$ cat src/sv/ctlt_pkg.sv
// Shared types, character codes and token kinds of the C-style source tokenizer.
`timescale 1ns / 1ps

package ctlt_pkg;

  localparam int PosBits = 16;

  localparam int KindBits = 5;
  localparam int OffBits  = 16;
  localparam int LenBits  = 16;

  localparam logic [KindBits-1:0] KindUnknown = 5'd0;
  localparam logic [KindBits-1:0] KindLParen  = 5'd1;
  localparam logic [KindBits-1:0] KindRParen  = 5'd2;
  localparam logic [KindBits-1:0] KindLess    = 5'd3;
  localparam logic [KindBits-1:0] KindGreater = 5'd4;
  localparam logic [KindBits-1:0] KindSemi    = 5'd5;
  localparam logic [KindBits-1:0] KindStar    = 5'd6;
  localparam logic [KindBits-1:0] KindAmp     = 5'd7;
  localparam logic [KindBits-1:0] KindLBrace  = 5'd8;
  localparam logic [KindBits-1:0] KindRBrace  = 5'd9;
  localparam logic [KindBits-1:0] KindLBrack  = 5'd10;
  localparam logic [KindBits-1:0] KindRBrack  = 5'd11;
  localparam logic [KindBits-1:0] KindEnd     = 5'd12;
  localparam logic [KindBits-1:0] KindHash    = 5'd13;
  localparam logic [KindBits-1:0] KindComma   = 5'd14;
  localparam logic [KindBits-1:0] KindEqual   = 5'd15;
  localparam logic [KindBits-1:0] KindColon   = 5'd16;
  localparam logic [KindBits-1:0] KindDColon  = 5'd17;
  localparam logic [KindBits-1:0] KindString  = 5'd18;
  localparam logic [KindBits-1:0] KindIdent   = 5'd19;
  localparam logic [KindBits-1:0] KindNumber  = 5'd20;

  localparam logic [7:0] ChNul    = 8'h00;
  localparam logic [7:0] ChTab    = 8'h09;
  localparam logic [7:0] ChLf     = 8'h0A;
  localparam logic [7:0] ChVt     = 8'h0B;
  localparam logic [7:0] ChFf     = 8'h0C;
  localparam logic [7:0] ChCr     = 8'h0D;
  localparam logic [7:0] ChSpace  = 8'h20;
  localparam logic [7:0] ChQuote  = 8'h22;
  localparam logic [7:0] ChStar   = 8'h2A;
  localparam logic [7:0] ChMinus  = 8'h2D;
  localparam logic [7:0] ChDot    = 8'h2E;
  localparam logic [7:0] ChSlash  = 8'h2F;
  localparam logic [7:0] ChColon  = 8'h3A;
  localparam logic [7:0] ChBslash = 8'h5C;
  localparam logic [7:0] ChUnder  = 8'h5F;
  localparam logic [7:0] ChLowerF = 8'h66;

  typedef enum logic [9:0] {
    ModeIdle      = 10'b00_0000_0001,
    ModeSlash     = 10'b00_0000_0010,
    ModeLine      = 10'b00_0000_0100,
    ModeBlock     = 10'b00_0000_1000,
    ModeBlockStar = 10'b00_0001_0000,
    ModeColon     = 10'b00_0010_0000,
    ModeString    = 10'b00_0100_0000,
    ModeEscape    = 10'b00_1000_0000,
    ModeIdent     = 10'b01_0000_0000,
    ModeNumber    = 10'b10_0000_0000
  } mode_e;

  typedef struct packed {
    mode_e               mode;
    logic [OffBits-1:0]  pend_start;
    logic [LenBits-1:0]  pend_len;
    logic                dec_seen;
    logic [PosBits-1:0]  pos;
  } scan_t;

  typedef struct packed {
    logic [KindBits-1:0] kind;
    logic [OffBits-1:0]  start;
    logic [LenBits-1:0]  length;
    logic                last;
  } token_t;

  localparam int TdataBits = ((KindBits + OffBits + LenBits + 7) / 8) * 8;

  function automatic logic [KindBits-1:0] punct_kind(input logic [7:0] c);
    logic [KindBits-1:0] k;
    case (c)
      8'h28:   k = KindLParen;
      8'h29:   k = KindRParen;
      8'h3C:   k = KindLess;
      8'h3E:   k = KindGreater;
      8'h3B:   k = KindSemi;
      8'h2A:   k = KindStar;
      8'h26:   k = KindAmp;
      8'h7B:   k = KindLBrace;
      8'h7D:   k = KindRBrace;
      8'h5B:   k = KindLBrack;
      8'h5D:   k = KindRBrack;
      8'h23:   k = KindHash;
      8'h2C:   k = KindComma;
      8'h3D:   k = KindEqual;
      default: k = KindUnknown;
    endcase
    return k;
  endfunction

  function automatic logic [LenBits-1:0] sat_inc(input logic [LenBits-1:0] v);
    return (v == {LenBits{1'b1}}) ? v : v + 1'b1;
  endfunction

  function automatic logic [OffBits-1:0] pos_to_off(input logic [PosBits-1:0] p);
    logic [31:0] ext;
    ext = 32'(p);
    return ext[OffBits-1:0];
  endfunction

endpackage

$ cat src/sv/ctlt_step.sv
// Next-state and token logic of the tokenizer for one source byte.
`timescale 1ns / 1ps

module ctlt_step (
  input  ctlt_pkg::scan_t  cur_i,
  input  logic [7:0]       char_i,
  output ctlt_pkg::scan_t  nxt_o,
  output logic [1:0]       count_o,
  output ctlt_pkg::token_t tok0_o,
  output ctlt_pkg::token_t tok1_o
);

  logic                          rp;
  logic                          pv;
  logic                          rv;
  ctlt_pkg::token_t              pt;
  ctlt_pkg::token_t              rt;
  logic [ctlt_pkg::KindBits-1:0] k;
  logic                          is_space;
  logic                          is_alpha;
  logic                          is_digit;
  logic [ctlt_pkg::OffBits-1:0]  pos_off;
  logic [ctlt_pkg::PosBits-1:0]  pos_inc;

  assign is_space = (char_i == ctlt_pkg::ChSpace) || (char_i == ctlt_pkg::ChTab) ||
                    (char_i == ctlt_pkg::ChLf) || (char_i == ctlt_pkg::ChCr) ||
                    (char_i == ctlt_pkg::ChVt) || (char_i == ctlt_pkg::ChFf);
  assign is_alpha = (char_i >= 8'h61 && char_i <= 8'h7A) || (char_i >= 8'h41 && char_i <= 8'h5A);
  assign is_digit = (char_i >= 8'h30 && char_i <= 8'h39);
  assign pos_off  = ctlt_pkg::pos_to_off(cur_i.pos);
  assign pos_inc  = cur_i.pos + 1'b1;
  assign k        = ctlt_pkg::punct_kind(char_i);

  always_comb begin
    nxt_o     = cur_i;
    nxt_o.pos = pos_inc;
    rp        = 1'b0;
    pv        = 1'b0;
    pt        = '0;
    rv        = 1'b0;
    rt        = '0;

    case (cur_i.mode)
      ctlt_pkg::ModeSlash: begin
        if (char_i == ctlt_pkg::ChSlash) begin
          nxt_o.mode = ctlt_pkg::ModeLine;
        end else if (char_i == ctlt_pkg::ChStar) begin
          nxt_o.mode = ctlt_pkg::ModeBlock;
        end else begin
          pv = 1'b1;
          pt = '{ctlt_pkg::KindUnknown, cur_i.pend_start, 16'd1, 1'b0};
          rp = 1'b1;
        end
      end
      ctlt_pkg::ModeLine: begin
        if (char_i == ctlt_pkg::ChNul || char_i == ctlt_pkg::ChLf ||
            char_i == ctlt_pkg::ChCr) begin
          rp = 1'b1;
        end
      end
      ctlt_pkg::ModeBlock: begin
        if (char_i == ctlt_pkg::ChNul) begin
          rp = 1'b1;
        end else if (char_i == ctlt_pkg::ChStar) begin
          nxt_o.mode = ctlt_pkg::ModeBlockStar;
        end
      end
      ctlt_pkg::ModeBlockStar: begin
        if (char_i == ctlt_pkg::ChNul) begin
          rp = 1'b1;
        end else if (char_i == ctlt_pkg::ChSlash) begin
          nxt_o.mode = ctlt_pkg::ModeIdle;
        end else if (char_i != ctlt_pkg::ChStar) begin
          nxt_o.mode = ctlt_pkg::ModeBlock;
        end
      end
      ctlt_pkg::ModeColon: begin
        pv = 1'b1;
        if (char_i == ctlt_pkg::ChColon) begin
          pt = '{ctlt_pkg::KindDColon, cur_i.pend_start, 16'd2, 1'b0};
          nxt_o.mode = ctlt_pkg::ModeIdle;
        end else begin
          pt = '{ctlt_pkg::KindColon, cur_i.pend_start, 16'd1, 1'b0};
          rp = 1'b1;
        end
      end
      ctlt_pkg::ModeString: begin
        if (char_i == ctlt_pkg::ChNul || char_i == ctlt_pkg::ChQuote) begin
          pv = 1'b1;
          pt = '{ctlt_pkg::KindString, cur_i.pend_start, cur_i.pend_len, 1'b0};
          if (char_i == ctlt_pkg::ChNul) begin
            rp = 1'b1;
          end else begin
            nxt_o.mode = ctlt_pkg::ModeIdle;
          end
        end else begin
          nxt_o.pend_len = ctlt_pkg::sat_inc(cur_i.pend_len);
          if (char_i == ctlt_pkg::ChBslash) begin
            nxt_o.mode = ctlt_pkg::ModeEscape;
          end
        end
      end
      ctlt_pkg::ModeEscape: begin
        if (char_i == ctlt_pkg::ChNul) begin
          pv = 1'b1;
          pt = '{ctlt_pkg::KindString, cur_i.pend_start, cur_i.pend_len, 1'b0};
          rp = 1'b1;
        end else begin
          nxt_o.pend_len = ctlt_pkg::sat_inc(cur_i.pend_len);
          nxt_o.mode     = ctlt_pkg::ModeString;
        end
      end
      ctlt_pkg::ModeIdent: begin
        if (is_alpha || is_digit || char_i == ctlt_pkg::ChUnder) begin
          nxt_o.pend_len = ctlt_pkg::sat_inc(cur_i.pend_len);
        end else begin
          pv = 1'b1;
          pt = '{ctlt_pkg::KindIdent, cur_i.pend_start, cur_i.pend_len, 1'b0};
          rp = 1'b1;
        end
      end
      ctlt_pkg::ModeNumber: begin
        if (is_digit || char_i == ctlt_pkg::ChLowerF ||
            (char_i == ctlt_pkg::ChDot && !cur_i.dec_seen)) begin
          if (char_i == ctlt_pkg::ChDot) begin
            nxt_o.dec_seen = 1'b1;
          end
          nxt_o.pend_len = ctlt_pkg::sat_inc(cur_i.pend_len);
        end else begin
          pv = 1'b1;
          pt = '{ctlt_pkg::KindNumber, cur_i.pend_start, cur_i.pend_len, 1'b0};
          rp = 1'b1;
        end
      end
      default: begin
        rp = 1'b1;
      end
    endcase

    if (rp) begin
      nxt_o.mode = ctlt_pkg::ModeIdle;
      if (char_i == ctlt_pkg::ChNul) begin
        rv = 1'b1;
        rt = '{ctlt_pkg::KindEnd, pos_off, 16'd1, 1'b0};
        nxt_o.mode       = ctlt_pkg::ModeIdle;
        nxt_o.pend_start = '0;
        nxt_o.pend_len   = '0;
        nxt_o.dec_seen   = 1'b0;
        nxt_o.pos        = '0;
      end else if (is_space) begin
        rv = 1'b0;
      end else if (k != ctlt_pkg::KindUnknown) begin
        rv = 1'b1;
        rt = '{k, pos_off, 16'd1, 1'b0};
      end else if (char_i == ctlt_pkg::ChSlash) begin
        nxt_o.mode       = ctlt_pkg::ModeSlash;
        nxt_o.pend_start = pos_off;
      end else if (char_i == ctlt_pkg::ChColon) begin
        nxt_o.mode       = ctlt_pkg::ModeColon;
        nxt_o.pend_start = pos_off;
      end else if (char_i == ctlt_pkg::ChQuote) begin
        nxt_o.mode       = ctlt_pkg::ModeString;
        nxt_o.pend_start = ctlt_pkg::pos_to_off(pos_inc);
        nxt_o.pend_len   = '0;
      end else if (is_alpha) begin
        nxt_o.mode       = ctlt_pkg::ModeIdent;
        nxt_o.pend_start = pos_off;
        nxt_o.pend_len   = 16'd1;
      end else if (is_digit || char_i == ctlt_pkg::ChMinus) begin
        nxt_o.mode       = ctlt_pkg::ModeNumber;
        nxt_o.pend_start = pos_off;
        nxt_o.pend_len   = 16'd1;
        nxt_o.dec_seen   = 1'b0;
      end else begin
        rv = 1'b1;
        rt = '{ctlt_pkg::KindUnknown, pos_off, 16'd1, 1'b0};
      end
    end

    // The first token leads; the second slot only matters when both fire.
    tok0_o      = pv ? pt : rt;
    tok0_o.last = !(pv && rv);
    tok1_o      = rt;
    tok1_o.last = 1'b1;
    count_o     = {1'b0, pv} + {1'b0, rv};
  end

endmodule

$ cat src/sv/c_like_source_tokenizer.sv
// Top level of the C-style source tokenizer: byte register, scan state and token queue.
//
//  channel  | dir | tdata (low bit up)                          | tlast
//  s_axis   | in  | char_byte[7:0]                              | -
//  m_axis   | out | token_kind[4:0], token_start[20:5],          | last_of_run
//           |     | token_length[36:21], zeros[39:37]           |
//
// One source byte is taken per cycle unless the byte register holds; a byte is scanned
// from the byte register. A byte may give up to two tokens, which leave one per cycle
// from a four-word queue while m_axis_tready_i is high; two-token bytes fill it faster.
// The byte register holds while the queue has fewer than two free words.
// Reset clears the scan state, the byte position and the queue; a 0 byte also
// returns the scan state to reset after its end token.
`timescale 1ns / 1ps

module c_like_source_tokenizer (
  input  logic                           clk_i,
  input  logic                           rst_ni,
  input  logic                           s_axis_tvalid_i,
  output logic                           s_axis_tready_o,
  input  logic [7:0]                     s_axis_tdata_i,   // char_byte
  output logic                           m_axis_tvalid_o,
  input  logic                           m_axis_tready_i,
  output logic [ctlt_pkg::TdataBits-1:0] m_axis_tdata_o,   // token_kind, token_start,
                                                           // token_length
  output logic                           m_axis_tlast_o    // last_of_run
);

  localparam int PadBits = ctlt_pkg::TdataBits - ctlt_pkg::KindBits -
                           ctlt_pkg::OffBits - ctlt_pkg::LenBits;

  logic             byte_vld_q;
  logic             byte_vld_d;
  logic [7:0]       char_q;
  ctlt_pkg::scan_t  scan_q;
  ctlt_pkg::scan_t  scan_d;
  logic [1:0]       count;
  ctlt_pkg::token_t tok0;
  ctlt_pkg::token_t tok1;
  logic             consume;
  logic             pop;
  logic             push;
  ctlt_pkg::token_t fifo_q [4];
  logic [1:0]       wr_ptr_q;
  logic [1:0]       wr_ptr_d;
  logic [1:0]       rd_ptr_q;
  logic [1:0]       rd_ptr_d;
  logic [2:0]       fill_q;
  logic [2:0]       fill_d;
  logic [1:0]       wr_ptr_inc;
  ctlt_pkg::token_t head;

  ctlt_step u_step (
    .cur_i   (scan_q),
    .char_i  (char_q),
    .nxt_o   (scan_d),
    .count_o (count),
    .tok0_o  (tok0),
    .tok1_o  (tok1)
  );

  assign consume         = byte_vld_q && (fill_q <= 3'd2);
  assign s_axis_tready_o = !byte_vld_q || consume;
  assign byte_vld_d      = s_axis_tready_o ? s_axis_tvalid_i : byte_vld_q;
  assign push            = consume && (count != 2'd0);
  assign pop             = m_axis_tvalid_o && m_axis_tready_i;
  assign wr_ptr_inc      = wr_ptr_q + 2'd1;

  assign wr_ptr_d = consume ? wr_ptr_q + count : wr_ptr_q;
  assign rd_ptr_d = pop ? rd_ptr_q + 2'd1 : rd_ptr_q;
  assign fill_d   = fill_q + (consume ? {1'b0, count} : 3'd0) - {2'b0, pop};

  assign head            = fifo_q[rd_ptr_q];
  assign m_axis_tvalid_o = (fill_q != 3'd0);
  assign m_axis_tdata_o  = {{PadBits{1'b0}}, head.length, head.start, head.kind};
  assign m_axis_tlast_o  = head.last;

  always_ff @(posedge clk_i or negedge rst_ni) begin
    if (!rst_ni) begin
      byte_vld_q        <= 1'b0;
      scan_q.mode       <= ctlt_pkg::ModeIdle;
      scan_q.pend_start <= '0;
      scan_q.pend_len   <= '0;
      scan_q.dec_seen   <= 1'b0;
      scan_q.pos        <= '0;
      wr_ptr_q          <= '0;
      rd_ptr_q          <= '0;
      fill_q            <= '0;
    end else begin
      byte_vld_q <= byte_vld_d;
      if (consume) begin
        scan_q <= scan_d;
      end
      wr_ptr_q <= wr_ptr_d;
      rd_ptr_q <= rd_ptr_d;
      fill_q   <= fill_d;
    end
  end

  always_ff @(posedge clk_i) begin
    if (s_axis_tready_o && s_axis_tvalid_i) begin
      char_q <= s_axis_tdata_i;
    end
    if (push) begin
      fifo_q[wr_ptr_q] <= tok0;
      if (count == 2'd2) begin
        fifo_q[wr_ptr_inc] <= tok1;
      end
    end
  end

endmodule
$ cat config.mk
export PLATFORM = sky130hd
export DESIGN_NAME = c_like_source_tokenizer
export DESIGN_NICKNAME = d
export VERILOG_FILES = /design/src/sv/ctlt_pkg.sv /design/src/sv/ctlt_step.sv /design/src/sv/c_like_source_tokenizer.sv
export SDC_FILE = /design/constraint.sdc
export NUM_CORES = 1
export LEC_CHECK = 0
export BUFFER_PORTS_ARGS = -buffer_cell sky130_fd_sc_hd__clkbuf_2
export CORE_MARGIN = 4
export CORE_UTILIZATION = 45
export DETAILED_ROUTE_END_ITERATION = 8
export PLACE_DENSITY = 0.66
export SLEW_MARGIN = 0
export SYNTH_ARGS = -nofsm -noshare
export SYNTH_HDL_FRONTEND = slang
export SYNTH_SLANG_ARGS = --single-unit
$ cat constraint.sdc
create_clock -name clk_i -period 5.6 [get_ports clk_i]
set_input_delay 1.4 -clock clk_i [delete_from_list [all_inputs] [get_ports clk_i]]
set_output_delay 1.4 -clock clk_i [all_outputs]
set_load 0.005 [all_outputs]
==> flow_summary.yaml <==
placement:
  placed_area_mm2: 0.0125
  dp_hpwl_um: 20800
  globalplace.congestion: 0.948
  portBuffers: 51
clock_tree:
  cts.sinks: 227
  ctsHoldBuffers: 0
  h-tree-depth: 1
  clk-insertion-delay-late_ns: 0.54
  clk_root_buffer_cell: "clkbuf_16"
  clockBufferDepth: 3
  clk_pin_slew_ns: 0.06
  postCtsSetupBuffers: 0
  cts_made_buffers: 26
  tritoncts: "yes"
  ctsResizeCount: 0
die:
  core_mm2: 0.0261
  die_x_um: 171
  dieArea_mm2: 0.0293
  ios: 55
  initial_core_util_pct: 45.9
  num_rows: 59
  fp.dieH_um: 171
synthesis:
  ys_seq_area_share_pct: 48.3
  ys_top_cells_by_area: "edfxtp_1 23%, dfrtp_1 14%, dfxtp_1 11%"
  synth_edf_count: 92
  yosysTopAreaCellShare_pct: 23.0
  synth_area_mm2: 0.0120
  synth_cells: 1097
  syn_avg_cell_area_um2: 10.9
  synth_seq_cells: 227
  yosys_most_used_dff: "edfxtp_1"
  ys_types: 82
  async_flop_share_pct: 29.5
  yosys.area.top_type: "edfxtp_1"
  yosys_warnings: 0
timing:
  hold_viol_final: 0
  fin_tns_setup_ns: 0
  slew_violations: 0
  rsz0062_at_grt: "no"
  setup_viol: 0
  final.min_clock_period_ns: 5.06
  tightest_slew_ns: 1.21
  period_share_pct: 90.4
  slew_headroom_pct: 17.0
  fin_hold_ws_ns: 0.452
  fin_skew_ns: 0.0173
  clock.fmax_mhz: 197
finish:
  mostFrequentLayoutCell: "a22o_1"
  area_growth_pct: 10.3
  multi_input_area_mm2: 0.00565
  nFillCells: 2316
  nNetsFinal: 1125
  layout-drive-gt1-share_pct: 17.5
  antenna_cells: 0
  final_cell_mix: "136 x a22o_1, 92 x edfxtp_1, 71 x nand2_1, 68 x dfxtp_1, 64 x dfrtp_1"
  seqCellArea_mm2: 0.00580
  final_area_mm2: 0.0132
worst_setup_path:
  worst_r2r_endpoint: "fifo_q[2][27]$_DFFE_PP_"
  worstPathRequired_ns: 6.01
  rrSetupSlack_ns: 0.54
  cp_max_fo: 16
  worst_r2r_path_depth: 11
  r2r_start: "scan_q[58]$_DFFE_PN0P_"
  start_kind: "register"
  end_kind: "register"
  worstPathArrival_ns: 5.47
  crit_type: "reg2reg"
detailed_routing:
  dr.pass1.iters: 5
  vias_per_cell: 6.47
  drt_iter0_drc: 1032
  vias: 9432
  wl_per_cell_um: 21.7
  ant_nets: 0
  drc: 0
  wirelength_um: 31600
global_route:
  grt_pass1_wl_um: 50700
  grt_max_degree: 43
  grt_pass1_vias: 8948
  track_usage_pct: 21.4
  antenna_found_initial: 0
  overflow: 0
power:
  p_leak_nw: 4.91
  ir_worst_vdd_uv: 265
  power.density_mw_per_mm2: 420
flow_run:
  drv_cap: 0
run_status:
  status: "finished, final reports clean"
hold_path:
  hp-start: "fifo_q[1][37]$_SDFFE_PP0N_"
  holdPathEnd: "fifo_q[1][37]$_SDFFE_PP0N_"
  hp-class: "reg2reg"
  hold_depth: 2
## critical path, cell delays in order (launching register included)
cell	delay [ns]
dfrtp_1	0.44
nor4_1	0.78
nand2_1	0.25
nor4_1	0.45
or3_1	0.48
o21bai_4	0.25
ha_1	0.32
nor4b_1	0.80
nand2_1	0.23
a21boi_1	0.24
nor2_4	0.45
a22o_1	0.23
## cell families (layout without fill, tap and decap cells)
kind of cell	Yosys count	in the layout	share of synthesized area, %
buffers and inverters	127	151	4.66
muxes	54	54	8.57
DFF	227	227	48.3
adders and majority gates	10	10	1.11
AOI/OAI and AO/OA	344	344	22.1
xor gates and xnor gates	14	14	1.02
and+or+nand+nor	320	320	14.2
other	1	3	0.0312
## worst max path at each step
stage,from,depth (start not counted),slack (ns),end
2_1_floorplan,char_q[7]$_DFFE_PP_,14,1.17,fifo_q[0][0]$_SDFFE_PP1N_
3_3_place_gp,char_q[6]$_DFFE_PP_,14,0.85,fill_q[2]$_DFF_PN0_
3_5_place_dp,scan_q[58]$_DFFE_PN0P_,10,0.77,fifo_q[1][30]$_DFFE_PP_
4_1_cts,scan_q[58]$_DFFE_PN0P_,11,0.74,fifo_q[2][32]$_DFFE_PP_
5_1_grt,scan_q[58]$_DFFE_PN0P_,11,0.22,fifo_q[2][24]$_DFFE_PP_
6_report,scan_q[58]$_DFFE_PN0P_,11,0.54,fifo_q[2][27]$_DFFE_PP_
## final cells by class
class                           instances  area share [%]
Inverter                               18           0.510
Timing Repair Buffer                   85            3.86
Tap cell                              335            3.17
Clock buffer                           44            5.66
Multi-Input combinational cell        745            42.7
Sequential cell                       227            43.9
Clock inverter                          4           0.265
## power breakdown
group	leakage [nW]	switching (mW)	internal, mW	total, mW
Sequential	2.31	0.301	1.94	2.24
Combinational	2.22	1.02	0.712	1.74
Clock	0.381	0.671	0.908	1.58
## stage by stage
stage          std cells  utilization (%)  setup WS, ns  total power, mW
3_5_place_dp        1410             47.6         0.774             3.99
2_1_floorplan       1099                -          1.17             3.43
5_1_grt             1458             50.6         0.221             5.84
3_3_place_gp        1410             47.6         0.855             3.96
4_1_cts             1458             50.6         0.736             5.57
6_report            1458             50.6         0.536             5.55
## cell usage after synthesis (15+ instances only)
cell and count:
a22o_1 136, edfxtp_1 92, clkbuf_1 80, nand2_1 71, dfxtp_1 68, dfrtp_1 66
nor2_1 64, o21ai_0 56, mux4_2 38, nand3_1 32, a21oi_1 29, nor3_1 27
nand4_1 20, inv_1 18, o31ai_1 18, and3_1 17, a31oi_1 15
## metal layers
layer | GRT usage [%] | up-vias | wire [um]
li1 | - | 4280 | -
met1 | 31.1 | 4711 | 14200
met2 | 33.6 | 372 | 14500
met3 | 3.38 | 69 | 2150
met4 | 5.75 | 0 | 852
met5 | 0 | - | 0
## flip-flops by register name, indices dropped and copies added, names as in the netlist
name        flops
byte_vld_q      1
char_q          8
rd_ptr_q        2
fifo_q        152
scan_q         59
fill_q          3
wr_ptr_q        2
(Power assumes the default switching activity.)
